==> config.mk <==
export PLATFORM = sky130hd
export DESIGN_NAME = bfdh_ctrl
export DESIGN_NICKNAME = d
export VERILOG_FILES = /design/src/sv/bfdh_pkg.sv /design/src/sv/bfdh_ctrl.sv
export SDC_FILE = /design/constraint.sdc
export NUM_CORES = 1
export LEC_CHECK = 0
export ABC_CLOCK_PERIOD_IN_PS = 2200
export BUFFER_PORTS_ARGS = -buffer_cell sky130_fd_sc_hd__buf_2
export CORE_MARGIN = 3
export CORE_UTILIZATION = 49
export DETAILED_ROUTE_END_ITERATION = 16
export HOLD_SLACK_MARGIN = 0.02
export PLACE_DENSITY = 0.75
export REMOVE_ABC_BUFFERS = 1
export SETUP_SLACK_MARGIN = 0.3
export SYNTH_ARGS = -nofsm -noshare
export SYNTH_HDL_FRONTEND = slang
export SYNTH_SLANG_ARGS = --single-unit
export TNS_END_PERCENT = 100
==> constraint.sdc <==
create_clock -name i_clk -period 2.2 [get_ports i_clk]
set_input_delay 0.11 -clock i_clk [delete_from_list [all_inputs] [get_ports i_clk]]
set_output_delay 0.11 -clock i_clk [all_outputs]
set_load 0.01 [all_outputs]
==> src/sv/bfdh_pkg.sv <==
// bfdh_pkg: shared types, codes and constants of the double hash bloom filter
// used by the controller, the datapath and the top level; no dependencies
`timescale 1ns / 1ps

package bfdh_pkg;

    localparam int MAX_BITS_DEF   = 65536;
    localparam int MAX_HASHES_DEF = 32;
    localparam int WORD_BITS      = 64;
    localparam int WORD_SHIFT     = 6;
    localparam int HASH_W         = 64;
    localparam int DIV_STEPS      = 4;
    localparam int CFG_IDX_W      = 2;
    localparam int CFG_DATA_W     = 32;
    localparam int COUNT_W        = 32;

    localparam logic [16:0] NUM_BITS_RST    = 17'h10000;
    localparam logic [5:0]  HASH_COUNT_RST  = 6'd7;
    localparam logic [31:0] EXPECTED_RST    = 32'd4096;

    typedef enum logic [CFG_IDX_W-1:0] {
        CFG_NUM_BITS   = 2'd0,
        CFG_HASH_COUNT = 2'd1,
        CFG_EXPECTED   = 2'd2
    } t_cfg_idx;

    typedef enum logic [0:0] {
        REQ_INSERT = 1'b0,
        REQ_QUERY  = 1'b1
    } t_req_kind;

    typedef enum logic [1:0] {
        ST_INSERTED  = 2'd0,
        ST_NO_CHANGE = 2'd1,
        ST_FULL      = 2'd2,
        ST_QUERY     = 2'd3
    } t_status;

    typedef struct packed {
        t_req_kind         req_type;
        logic [HASH_W-1:0] hash_first;
        logic [HASH_W-1:0] hash_second;
    } t_req;

    typedef struct packed {
        t_status            status;
        logic               maybe_present;
        logic [COUNT_W-1:0] entry_count;
    } t_rsp;

    // controller to datapath
    typedef struct packed {
        logic clear;
        logic accept;
        logic div_step;
        logic seed;
        logic rd;
        logic check;
        logic load_out;
    } t_dp_cmd;

    // datapath to controller
    typedef struct packed {
        logic clear_done;
        logic skip;
        logic div_done;
        logic last_probe;
        logic miss;
    } t_dp_sts;

endpackage

==> src/sv/bfdh_ctrl.sv <==
// bfdh_ctrl: sequencing state machine of the bloom filter
// depends on bfdh_pkg for the command and status structs
`timescale 1ns / 1ps

module bfdh_ctrl
    import bfdh_pkg::*;
(
    input  logic    i_clk,
    input  logic    i_rst_n,
    input  logic    i_in_valid,
    output logic    o_in_ready,
    output logic    o_out_valid,
    input  logic    i_out_ready,
    input  t_dp_sts i_sts,
    output t_dp_cmd o_cmd
);

    typedef enum logic [6:0] {
        S_CLEAR  = 7'b0000001,
        S_IDLE   = 7'b0000010,
        S_DIVIDE = 7'b0000100,
        S_SEED   = 7'b0001000,
        S_READ   = 7'b0010000,
        S_CHECK  = 7'b0100000,
        S_RESULT = 7'b1000000
    } t_state;

    t_state r_state, n_state;
    logic   r_out_valid, n_out_valid;
    logic   load_out;

    assign load_out = (r_state == S_RESULT) && (!r_out_valid || i_out_ready);

    always_comb begin
        o_cmd          = '0;
        o_cmd.clear    = (r_state == S_CLEAR);
        o_cmd.accept   = (r_state == S_IDLE) && i_in_valid;
        o_cmd.div_step = (r_state == S_DIVIDE);
        o_cmd.seed     = (r_state == S_SEED);
        o_cmd.rd       = (r_state == S_READ);
        o_cmd.check    = (r_state == S_CHECK);
        o_cmd.load_out = load_out;
    end

    always_comb begin
        n_state = r_state;
        case (r_state)
            S_CLEAR: begin
                if (i_sts.clear_done) n_state = S_IDLE;
            end
            S_IDLE: begin
                if (i_in_valid) n_state = i_sts.skip ? S_RESULT : S_DIVIDE;
            end
            S_DIVIDE: begin
                if (i_sts.div_done) n_state = S_SEED;
            end
            S_SEED:  n_state = S_READ;
            S_READ:  n_state = S_CHECK;
            S_CHECK: begin
                // a query stops at the first clear bit
                if (i_sts.last_probe || i_sts.miss) n_state = S_RESULT;
                else n_state = S_READ;
            end
            S_RESULT: begin
                if (load_out) n_state = S_IDLE;
            end
            default: n_state = S_CLEAR;
        endcase
    end

    always_comb begin
        n_out_valid = r_out_valid;
        if (load_out) n_out_valid = 1'b1;
        else if (i_out_ready) n_out_valid = 1'b0;
    end

    always_ff @(posedge i_clk) begin
        if (!i_rst_n) begin
            r_state     <= S_CLEAR;
            r_out_valid <= 1'b0;
        end else begin
            r_state     <= n_state;
            r_out_valid <= n_out_valid;
        end
    end

    assign o_in_ready  = (r_state == S_IDLE);
    assign o_out_valid = r_out_valid;

endmodule

==> key figures, run 1 <==
Worst hold path
  – Min-Delay Path Class: input pin to flip-flop
  – WHS Path Cells: 2

CTS
  – CTS Sinks: 8
  – Total CTS buffers: 3
  – CTS tree: built
  – Clock transition at the registers of the reported paths: 0.05 ns
  – Clock root buffer: clkbuf_4
  – Clock tree buffer depth: 2
  – H-tree depth: 1
  – Worst-Skew Late Latency: between 0.2 and 0.3 ns
  – CTS Hold Bufs: 0

Yosys
  – Post-Synthesis Cells: 67
  – Syn Area/Cell: 9.767 um2
  – Synthesis-stage register bit count: 8
  – Ys flop type: dfxtp_1
  – Post-synth EDFFs: 0
  – Ys Warns: 0
  – Post-synth ARST share: 0
  – Seq/Total Area, Yosys: 0.2447
  – Netlist Area Pre-Place: 654.4 um2
  – Post-synthesis cell type count: 40

Timing
  – Slew @ Worst Pin: 0.6554 ns
  – Fin crit period: 1.877 ns
  – Final Hold Fails: 0
  – RSZ-0062 raised after global routing: yes
  – Setup_tns: 0 ns
  – Count of final setup violators: 0
  – FMAX: 532.7 MHz
  – Fin crit share: 0.8533
  – Clock Skew: around 0.0045 ns
  – Slew Viols, Final: 0
  – Slew HR: 0.5590

Route
  – DR WL/cell: 15.41 um
  – Via density: 6.149
  – Final WL: 1.556 mm
  – Post-route DRC: 0
  – ANT nets after route: 0
  – DR pass1 iterations: 4
  – Violation count after the first detailed-route iteration: 28
  – Vias post-DR: 621

Layout
  – Nets@finish: slightly below 100
  – Layout cell share with drive strength beyond 1: 0.4943
  – Diode count: 0
  – Area grow syn2layout: 22.18%
  – Layout fillers: 87

Die
  – Die footprint: approximately 1800 um2
  – Core box area: 1171 um2
  – Die Y: 42.55 um
  – Row count: 12
  – Initial Util: 0.5588
  – Die X: ~43 um
  – Io pins: 18

Placed design
  – I/O Buffers: 17
  – DP HPWL: 1.023 mm
  – GP Congestion: 0.7924

Worst setup path
  – Crit path cell chain: or4_4, buf_4, nor4_1, buf_2
  – CP max stage cell: or4_4
  – Cell count along the critical path: 4
  – Crit path DAT: 1.77 ns
  – Required @ worst endpoint: 2.09 ns
  – Critical Path End Type: output pin
  – CP startpoint kind: flip-flop
  – Worst R2R Path Depth: 5
  – Delay-heaviest family, CP: simple AND/OR/NAND/NOR gates
  – Bufs and invs on worst path: 2
  – Crit Path Class: flip-flop to output pin
  – Crit-path max cell delay: 0.54 ns
  – Crit path max fanout: 8

Pwr
  – Design Power: 0.3845 mW
  – PD cells: 480.9 nW/um2
  – LEAKAGE: approximately 0.34 nW
  – Maximum VDD drop: about 0.28 mV

Global route
  – Total GRT Usage: 0.1802
  – Largest net degree at the start of global routing: 14
  – Number of global-route vias before repair: 528
  – Global route overflow: 0
  – Initial antenna violation count: 0
  – First-pass GRT wire length: 2.470 mm

Run status
  – Status: completed

Flow run
  – Max_cap viols: 0
-- cells in the final DEF (no fill, tap or decap), drive strengths merged, types with 2 or more instances in the layout --
master   n
nor4     2
nand2    2
dfxtp    8
o21ai    2
and2     2
nand2b   3
clkbuf   3
nor4b    6
nor3b    2
and2b    2
or3      2
buf     24
and3     3
or4b     2
o21a     2
nor2     5
o22a     2
nor3     2
-- synth_stat cells, types with 2 or more instances --
cell,n,share of area
nor4b_1,4,0.054
and3_1,2,0.019
or4b_2,2,0.031
nor4_1,2,0.019
o22a_1,2,0.027
nor3b_1,2,0.023
nor3_1,2,0.015
nand2b_1,3,0.029
nor2_1,5,0.029
o21ai_0,2,0.015
nand2_1,2,0.011
dfxtp_1,8,0.24
or3_1,2,0.019
and2b_1,2,0.023
o21a_1,2,0.023
-- report_power, final --
group          internal, mW  leakage, nW  switching [mW]
registers             0.152       0.0672          0.0114
logic                0.0618        0.261          0.0459
clock network        0.0625       0.0138          0.0509
total                 0.276        0.342           0.108
-- metrics by stage --
step / area [um2] / hold WS [ns] / worst slack [ns] / utilization / instances
6_report: 799.5 / 0.08618 / 0.3227 / 0.6827 / 101
4_1_cts: 726.9 / 0.08026 / 0.3001 / 0.6207 / 97
5_1_grt: 799.5 / 0.09964 / 0.2782 / 0.6827 / 101
3_5_place_dp: 674.4 / 0.3471 / 0.3744 / 0.5759 / 92
2_1_floorplan: 564.3 / 0.1719 / 0.4368 / - / 60
3_3_place_gp: 674.4 / 0.3467 / 0.4379 / 0.5759 / 92
-- area by class of cell --
type / count / area, um2 / share of cell area
Sequential cell: 8 / 171.4 / 0.2144
Clock buffer: 3 / 22.52 / 0.02817
Multi-Input combinational cell: 52 / 425.4 / 0.5321
Timing Repair Buffer: 24 / 162.7 / 0.2034
Tap cell: 14 / 17.52 / 0.02191
-- routing by layer --
| layer | track usage | vias to the layer above | share of wire |
|---|---|---|---|
| li1 | - | 292 | - |
| met1 | 0.2410 | 300 | 0.43 |
| met2 | 0.2523 | 24 | 0.49 |
| met3 | 0.06009 | 5 | 0.060 |
| met4 | 0.09317 | 0 | 0.022 |
| met5 | 0 | - | 0 |
-- sequential cells by signal, summed over array words and instances (netlist names) --
register / cells
o_out_valid: 1
r_state: 7
-- cell families (layout without fill, tap and decap cells) --
family / count (synthesis) / after routing / synth area share
AND/OR/NAND/NOR: 39 / 39 / 0.4512
AO/OA/AOI/OAI: 10 / 10 / 0.1243
flip-flops: 8 / 8 / 0.2447
buffers and inverters: 7 / 27 / 0.1376
XOR/XNOR: 2 / 2 / 0.02677
multiplexers: 1 / 1 / 0.01530
-- worst reg2reg max path, cell delays in order, from the launching register on --
cell     delay [ns]
dfxtp_2        0.35
or4_4          0.54
nor4b_4        0.25
buf_4          0.17
nor3b_1        0.24
o21a_1         0.14
-- path summary, 6_finish.rpt --
| check | start | endpoint | slack, ns |
|---|---|---|---|
| max | r_state[3]$_SDFFE_PN0P_ | o_cmd[0] | 0.32 |
| min | i_sts[2] | r_state[3]$_SDFFE_PN0P_ | 0.09 |
| max reg2reg | r_state[3]$_SDFFE_PN0P_ | r_state[2]$_SDFFE_PN0P_ | 0.46 |
| min reg2reg | r_state[4]$_SDFFE_PN0P_ | r_state[4]$_SDFFE_PN0P_ | 0.65 |
-- repair_timing --
| action | in CTS | in global routing |
|---|---|---|
| gates resized for setup | 6 | 5 |
| pin swaps | 2 | 3 |
| gates cloned | 0 | 0 |
| setup endpoints to repair | 3 | 4 |
| buffers inserted | 2 | 4 |
Power figures use the tool's default switching activity.
==> run 2: changes to the inputs <==
--- a/config.mk
+++ b/config.mk
@@ -7,13 +7,15 @@
 export LEC_CHECK = 0
 export ABC_CLOCK_PERIOD_IN_PS = 2200
 export BUFFER_PORTS_ARGS = -buffer_cell sky130_fd_sc_hd__buf_2
+export CELL_PAD_IN_SITES_DETAIL_PLACEMENT = 2
+export CELL_PAD_IN_SITES_GLOBAL_PLACEMENT = 2
+export CORE_ASPECT_RATIO = 1.4
 export CORE_MARGIN = 3
-export CORE_UTILIZATION = 49
+export CORE_UTILIZATION = 30
 export DETAILED_ROUTE_END_ITERATION = 16
 export HOLD_SLACK_MARGIN = 0.02
-export PLACE_DENSITY = 0.75
+export PLACE_DENSITY = 0.76
 export REMOVE_ABC_BUFFERS = 1
-export SETUP_SLACK_MARGIN = 0.3
 export SYNTH_ARGS = -nofsm -noshare
 export SYNTH_HDL_FRONTEND = slang
 export SYNTH_SLANG_ARGS = --single-unit
==> key figures, run 2 (synthesis results as in run 1) <==
Global route
  – Initial antenna violation count: 0 (unchanged)
  – Number of global-route vias before repair: 603 (was 528)
  – First-pass GRT wire length: 2.856 mm (was 2.470 mm)
  – Global route overflow: 0 (unchanged)
  – Largest net degree at the start of global routing: 14 (unchanged)
  – Total GRT Usage: 0.1424 (was 0.1802)

Pwr
  – Maximum VDD drop: 0.2382 mV (was 0.2814 mV)
  – LEAKAGE: 0.2913 nW (was 0.3419 nW)
  – PD cells: 519.7 nW/um2 (was 480.9 nW/um2)

Layout
  – Layout cell share with drive strength beyond 1: 0.3625 (was 0.4943)
  – Top reg by flops: r_state (unchanged)
  – Commonest non-fill, non-tap cell in the layout: buf_2 (unchanged)
  – Diode count: 0 (unchanged)
  – Area grow syn2layout: 7.457% (was 22.18%)
  – Commonest non-fill, non-tap cells in the layout: 17 x buf_2, 8 x dfxtp_1, 5 x nor2_1, 4 x nor4b_1 (was 17 x buf_2, 5 x nor2_1, 5 x buf_4, 4 x nor4b_1)
  – Final Instance Count excl. Fillers: 101 (unchanged)
  – Max FFs per register: 7 (unchanged)
  – Nets@finish: 91 (was 98)

Timing
  – Clock Skew: 0.003603 ns (was 0.004510 ns)
  – FMAX: 487.2 MHz (was 532.7 MHz)
  – Slew HR: 0.5716 (was 0.5590)
  – Count of final setup violators: 0 (unchanged)
  – Fin crit share: 0.9330 (was 0.8533)
  – RSZ-0062 raised after global routing: no (was yes)
  – Fin crit period: 2.053 ns (was 1.877 ns)
  – Slew Viols, Final: 0 (unchanged)
  – Setup_tns: 0 ns (unchanged)
  – Slew @ Worst Pin: 0.6367 ns (was 0.6554 ns)
  – Final Hold Fails: 0 (unchanged)

CTS
  – CTS Sinks: 8 (unchanged)
  – Clock tree buffer depth: 2 (unchanged)
  – Clock transition at the registers of the reported paths: 0.06 ns (was 0.05 ns)
  – CTS tree: built (unchanged)
  – CTS resizes: 0 (was 6)
  – H-tree depth: 1 (unchanged)
  – Setup bufs post-CTS: 0 (was 2)
  – CTS Hold Bufs: 0 (unchanged)
  – Worst-Skew Late Latency: 0.26 ns (about the same)
  – Clock root buffer: clkbuf_4 (unchanged)
  – Total CTS buffers: 3 (unchanged)

Die
  – Core box area: 2021 um2 (was 1171 um2)
  – Die footprint: 2785 um2 (was 1810 um2)
  – Io pins: 18 (unchanged)
  – Die Y: 61.26 um (was 42.55 um)
  – Die X: 45.47 um (was 42.55 um)
  – Row count: 19 (was 12)
  – Initial Util: 0.3238 (was 0.5588)

Flow run
  – Max_cap viols: 0 (unchanged)

Route
  – Vias post-DR: 570 (was 621)
  – Final WL: 1.631 mm (was 1.556 mm)
  – ANT nets after route: 0 (unchanged)
  – Via density: 5.644 (was 6.149)
  – Violation count after the first detailed-route iteration: 18 (was 28)
  – DR WL/cell: 16.15 um (was 15.41 um)
  – DR pass1 iterations: 4 (unchanged)
  – Post-route DRC: 0 (unchanged)

Placed design
  – Post-Place Cells: 98 (was 92)
  – DP HPWL: 1.292 mm (was 1.023 mm)
  – I/O Buffers: 17 (unchanged)
  – GP Congestion: 0.7463 (was 0.7924)

Worst setup path
  – Crit path max fanout: 13 (was 8)
  – Crit path DAT: 1.94 ns (was 1.77 ns)
  – CP startpoint kind: flip-flop (unchanged)
  – Critical Path End Type: output pin (unchanged)
  – Crit Path Class: flip-flop to output pin (unchanged)
  – Required @ worst endpoint: 2.09 ns (about the same)

Run status
  – Status: completed (unchanged)

Worst hold path
  – Min-Delay Path Class: input pin to flip-flop (unchanged)
## run 2: metrics by stage
| stage | area (um2) | worst slack (ns) | hold WS (ns) | utilization | total power, mW |
|---|---|---|---|---|---|
| 6_report | 703.2 | 0.1474 | 0.08876 | 0.3480 | 0.3654 |
| 5_1_grt | 703.2 | 0.01866 | 0.1143 | 0.3480 | 0.3858 |
| 4_1_cts | 698.2 | 0.06730 | 0.08218 | 0.3455 | 0.3697 |
| 3_5_place_dp | 675.6 | 0.3606 | 0.3590 | 0.3344 | 0.2478 |
| 3_3_place_gp | 675.6 | 0.3919 | 0.3561 | 0.3344 | 0.2452 |
| 2_1_floorplan | 564.3 | 0.4368 | 0.1719 | - | 0.2177 |
## run 2: where the power goes
part	total, mW	leakage, nW	internal (mW)	switching (mW)
registers	0.169	0.0650	0.151	0.0181
clock network	0.120	0.0138	0.0629	0.0567
logic	0.0768	0.212	0.0425	0.0342
total	0.365	0.291	0.256	0.109
## run 2: critical path, stage by stage (launching register included)
cell     delay, ns
dfxtp_1       0.44
or3_4         0.48
or3_1         0.35
nor3b_1       0.23
buf_2         0.17
## run 2: layer usage
metal  global-route usage  vias up  share of wire
met2               0.2395       19           0.50
met3              0.01754        3          0.058
met5                    0        -              0
met4              0.07531        0          0.019
li1                     -      277              -
met1               0.1728      271           0.42
## run 2: worst paths after layout
path / slack (ns) / endpoint / from / depth (start not counted)
hold / removal: 0.09 / r_state[0]$_SDFFE_PN1P_ / i_rst_n / 2
setup reg to reg: 0.37 / r_state[6]$_SDFFE_PN0P_ / r_state[0]$_SDFFE_PN1P_ / 4
hold reg to reg: 0.69 / o_out_valid$_SDFFE_PN0P_ / o_out_valid$_SDFFE_PN0P_ / 2
setup / recovery: 0.15 / o_cmd[2] / r_state[0]$_SDFFE_PN1P_ / 4
## run 2: area by class of cell
type	instances	area, um2
Clock buffer	3	22.52
Fill cell	237	1318
Multi-Input combinational cell	52	409.1
Sequential cell	8	160.2
Tap cell	21	26.28
Timing Repair Buffer	17	85.08
==> run 3: changes to the inputs <==
--- a/config.mk
+++ b/config.mk
@@ -13,7 +13,9 @@
 export CORE_MARGIN = 3
 export CORE_UTILIZATION = 30
 export DETAILED_ROUTE_END_ITERATION = 16
+export GPL_TIMING_DRIVEN = 0
 export HOLD_SLACK_MARGIN = 0.02
+export MAX_ROUTING_LAYER = met4
 export PLACE_DENSITY = 0.76
 export REMOVE_ABC_BUFFERS = 1
 export SYNTH_ARGS = -nofsm -noshare
==> constraint.sdc (replaced) <==
create_clock -name i_clk -period 2.2 [get_ports i_clk]
set_input_delay 0.11 -clock i_clk [delete_from_list [all_inputs] [get_ports i_clk]]
set_output_delay 0.11 -clock i_clk [all_outputs]
set_load 0.05 [all_outputs]
==> key figures, run 3 (synthesis results as in run 1) <==
Run status
  – Status: completed (unchanged)

Layout
  – Commonest non-fill, non-tap cells in the layout: 15 x buf_2, 5 x nor2_1, 5 x dfxtp_1, 4 x nor4b_1, 4 x clkbuf_4 (was 17 x buf_2, 8 x dfxtp_1, 5 x nor2_1, 4 x nor4b_1)
  – Nets@finish: 92 (was 91)
  – Max FFs per register: 7 (unchanged)
  – Layout cell share with drive strength beyond 1: 0.4198 (was 0.3625)
  – Top reg by flops: r_state (unchanged)
  – Diode count: 0 (unchanged)
  – Commonest non-fill, non-tap cell in the layout: buf_2 (unchanged)
  – Core Util, Final: 0.3585 (was 0.3480)
  – Area grow syn2layout: 10.71% (was 7.457%)

Route
  – DR WL/cell: 16.91 um (was 16.15 um)
  – Post-route DRC: 0 (unchanged)
  – Via density: 5.667 (was 5.644)
  – Violation count after the first detailed-route iteration: 4 (was 18)
  – ANT nets after route: 0 (unchanged)
  – Vias post-DR: 578 (was 570)
  – Final WL: 1.725 mm (was 1.631 mm)
  – DR pass1 iterations: 2 (was 4)

Global route
  – Global route overflow: 0 (unchanged)
  – Total GRT Usage: 0.1522 (was 0.1424)
  – Initial antenna violation count: 0 (unchanged)
  – Number of global-route vias before repair: 607 (was 603)
  – First-pass GRT wire length: 2.918 mm (was 2.856 mm)
  – Largest net degree at the start of global routing: 14 (unchanged)

Worst setup path
  – Required @ worst endpoint: 2.09 ns (about the same)
  – Crit Path Class: flip-flop to output pin (unchanged)
  – Critical Path End Type: output pin (unchanged)
  – Crit path DAT: 2.00 ns (was 1.94 ns)
  – CP startpoint kind: flip-flop (unchanged)
  – Reg-to-reg slack, setup: 0.36 ns (was 0.37 ns)
  – Crit path max fanout: 9 (was 13)

Timing
  – Fin crit period: 2.105 ns (was 2.053 ns)
  – Count of final setup violators: 0 (unchanged)
  – Slew Viols, Final: 0 (unchanged)
  – FMAX: 475.0 MHz (was 487.2 MHz)
  – Clock Skew: 0.008158 ns (was 0.003603 ns)
  – Final Hold Fails: 0 (unchanged)
  – Slew HR: 0.5864 (was 0.5716)
  – Setup_tns: 0 ns (unchanged)
  – Final worst slack: 0.09463 ns (was 0.1474 ns)
  – RSZ-0062 raised after global routing: no (unchanged)
  – Fin crit share: 0.9570 (was 0.9330)
  – Slew @ Worst Pin: 0.6147 ns (was 0.6367 ns)

Pwr
  – Combinational Power Share: 0.245 (was 0.210)
  – Maximum VDD drop: 0.2227 mV (was 0.2382 mV)
  – Power share of the clock group: 0.313 (was 0.327)
  – Net Sw Power: 0.1253 mW (was 0.1090 mW)
  – Internal power: 0.2574 mW (was 0.2564 mW)
  – Switching portion of total power: 0.3274 (was 0.2984)
  – PD cells: 528.4 nW/um2 (was 519.7 nW/um2)
  – LEAKAGE: 0.2972 nW (was 0.2913 nW)
  – Seq pwr share: 0.442 (was 0.463)

CTS
  – Worst-Skew Late Latency: 0.27 ns (was 0.26 ns)
  – H-tree depth: 1 (unchanged)
  – CTS Hold Bufs: 0 (unchanged)
  – CTS Sinks: 8 (unchanged)
  – Clock tree buffer depth: 2 (unchanged)
  – Clock transition at the registers of the reported paths: 0.06 ns (about the same)
  – CTS tree: built (unchanged)
  – Clock root buffer: clkbuf_4 (unchanged)
  – Total CTS buffers: 3 (unchanged)

Placed design
  – GP Congestion: 0.7372 (was 0.7463)
  – I/O Buffers: 17 (unchanged)
  – Setup Slack @ Placement: 0.2749 ns (was 0.3606 ns)
  – DP HPWL: 1.283 mm (was 1.292 mm)

Die
  – Die X: 45.47 um (unchanged)
  – Io pins: 18 (unchanged)
  – Core box area: 2021 um2 (unchanged)
  – Initial Util: 0.3238 (unchanged)
  – Row count: 19 (unchanged)
  – Die footprint: 2785 um2 (unchanged)
  – Die Y: 61.26 um (unchanged)

Flow run
  – Max_cap viols: 0 (unchanged)

Worst hold path
  – Min-Delay Path Class: input pin to flip-flop (unchanged)
## run 3: changes by cell type in the layout (fill, tap and decap cells not counted), sizes merged
cell	change
clkbuf	+1
## run 3: path summary, 6_finish.rpt
kind | startpoint | depth (start not counted) | end
min reg2reg | r_state[4]$_SDFFE_PN0P_ | 1 | r_state[4]$_SDFFE_PN0P_
min | i_sts[2] | 2 | r_state[3]$_SDFFE_PN0P_
max reg2reg | r_state[4]$_SDFFE_PN0P_ | 4 | r_state[6]$_SDFFE_PN0P_
max | r_state[4]$_SDFFE_PN0P_ | 4 | o_cmd[5]
## run 3: layout make-up
type                       count  area [um2]
fill                         242        1296
multi-input combinational     52       414.1
sequential                     8       163.9
timing repair buffer          18       97.59
tap                           21       26.28
clock buffer                   3       22.52
## run 3: power by group through the flow
stage / Combinational, mW / Sequential, mW / Clock (mW)
finish: 0.0939 / 0.169 / 0.120
global route: 0.104 / 0.172 / 0.132
CTS: 0.0931 / 0.168 / 0.123
detailed placement: 0.0924 / 0.172 / 0
global placement: 0.0898 / 0.171 / 0
floorplan: 0.0674 / 0.168 / 0
## run 3: routing by layer
layer	share of wire	vias to the layer above	GRT usage	wire length, um
met5	0	-	-	0
met4	0.027	0	0.1004	46
met3	0.056	4	0.02632	96
met2	0.52	19	0.2555	892
met1	0.40	278	0.1587	689
li1	-	277	-	-
## run 3: through the flow
stage	power (mW)	hold slack [ns]	instance area [um2]	std cells
final	0.3828	0.07810	724.4	102
after global routing	0.4080	0.08629	724.4	102
after CTS	0.3850	0.08361	700.7	101
after detailed placement	0.2642	0.3560	675.6	98
after global placement	0.2610	0.3548	675.6	98
after floorplan	0.2352	0.1719	564.3	60
## run 3: what timing repair did
item,in CTS,in global routing
gates resized for setup,1,6
pin swaps,0,2
setup buffers,0,1
endpoints found under the setup margin,1,2
## run 3: critical path, stage by stage, from the launching register on
cell      delay (ns)
dfxtp_2         0.36
or4_4           0.59
nor4b_4         0.37
and2_2          0.19
clkbuf_4        0.22
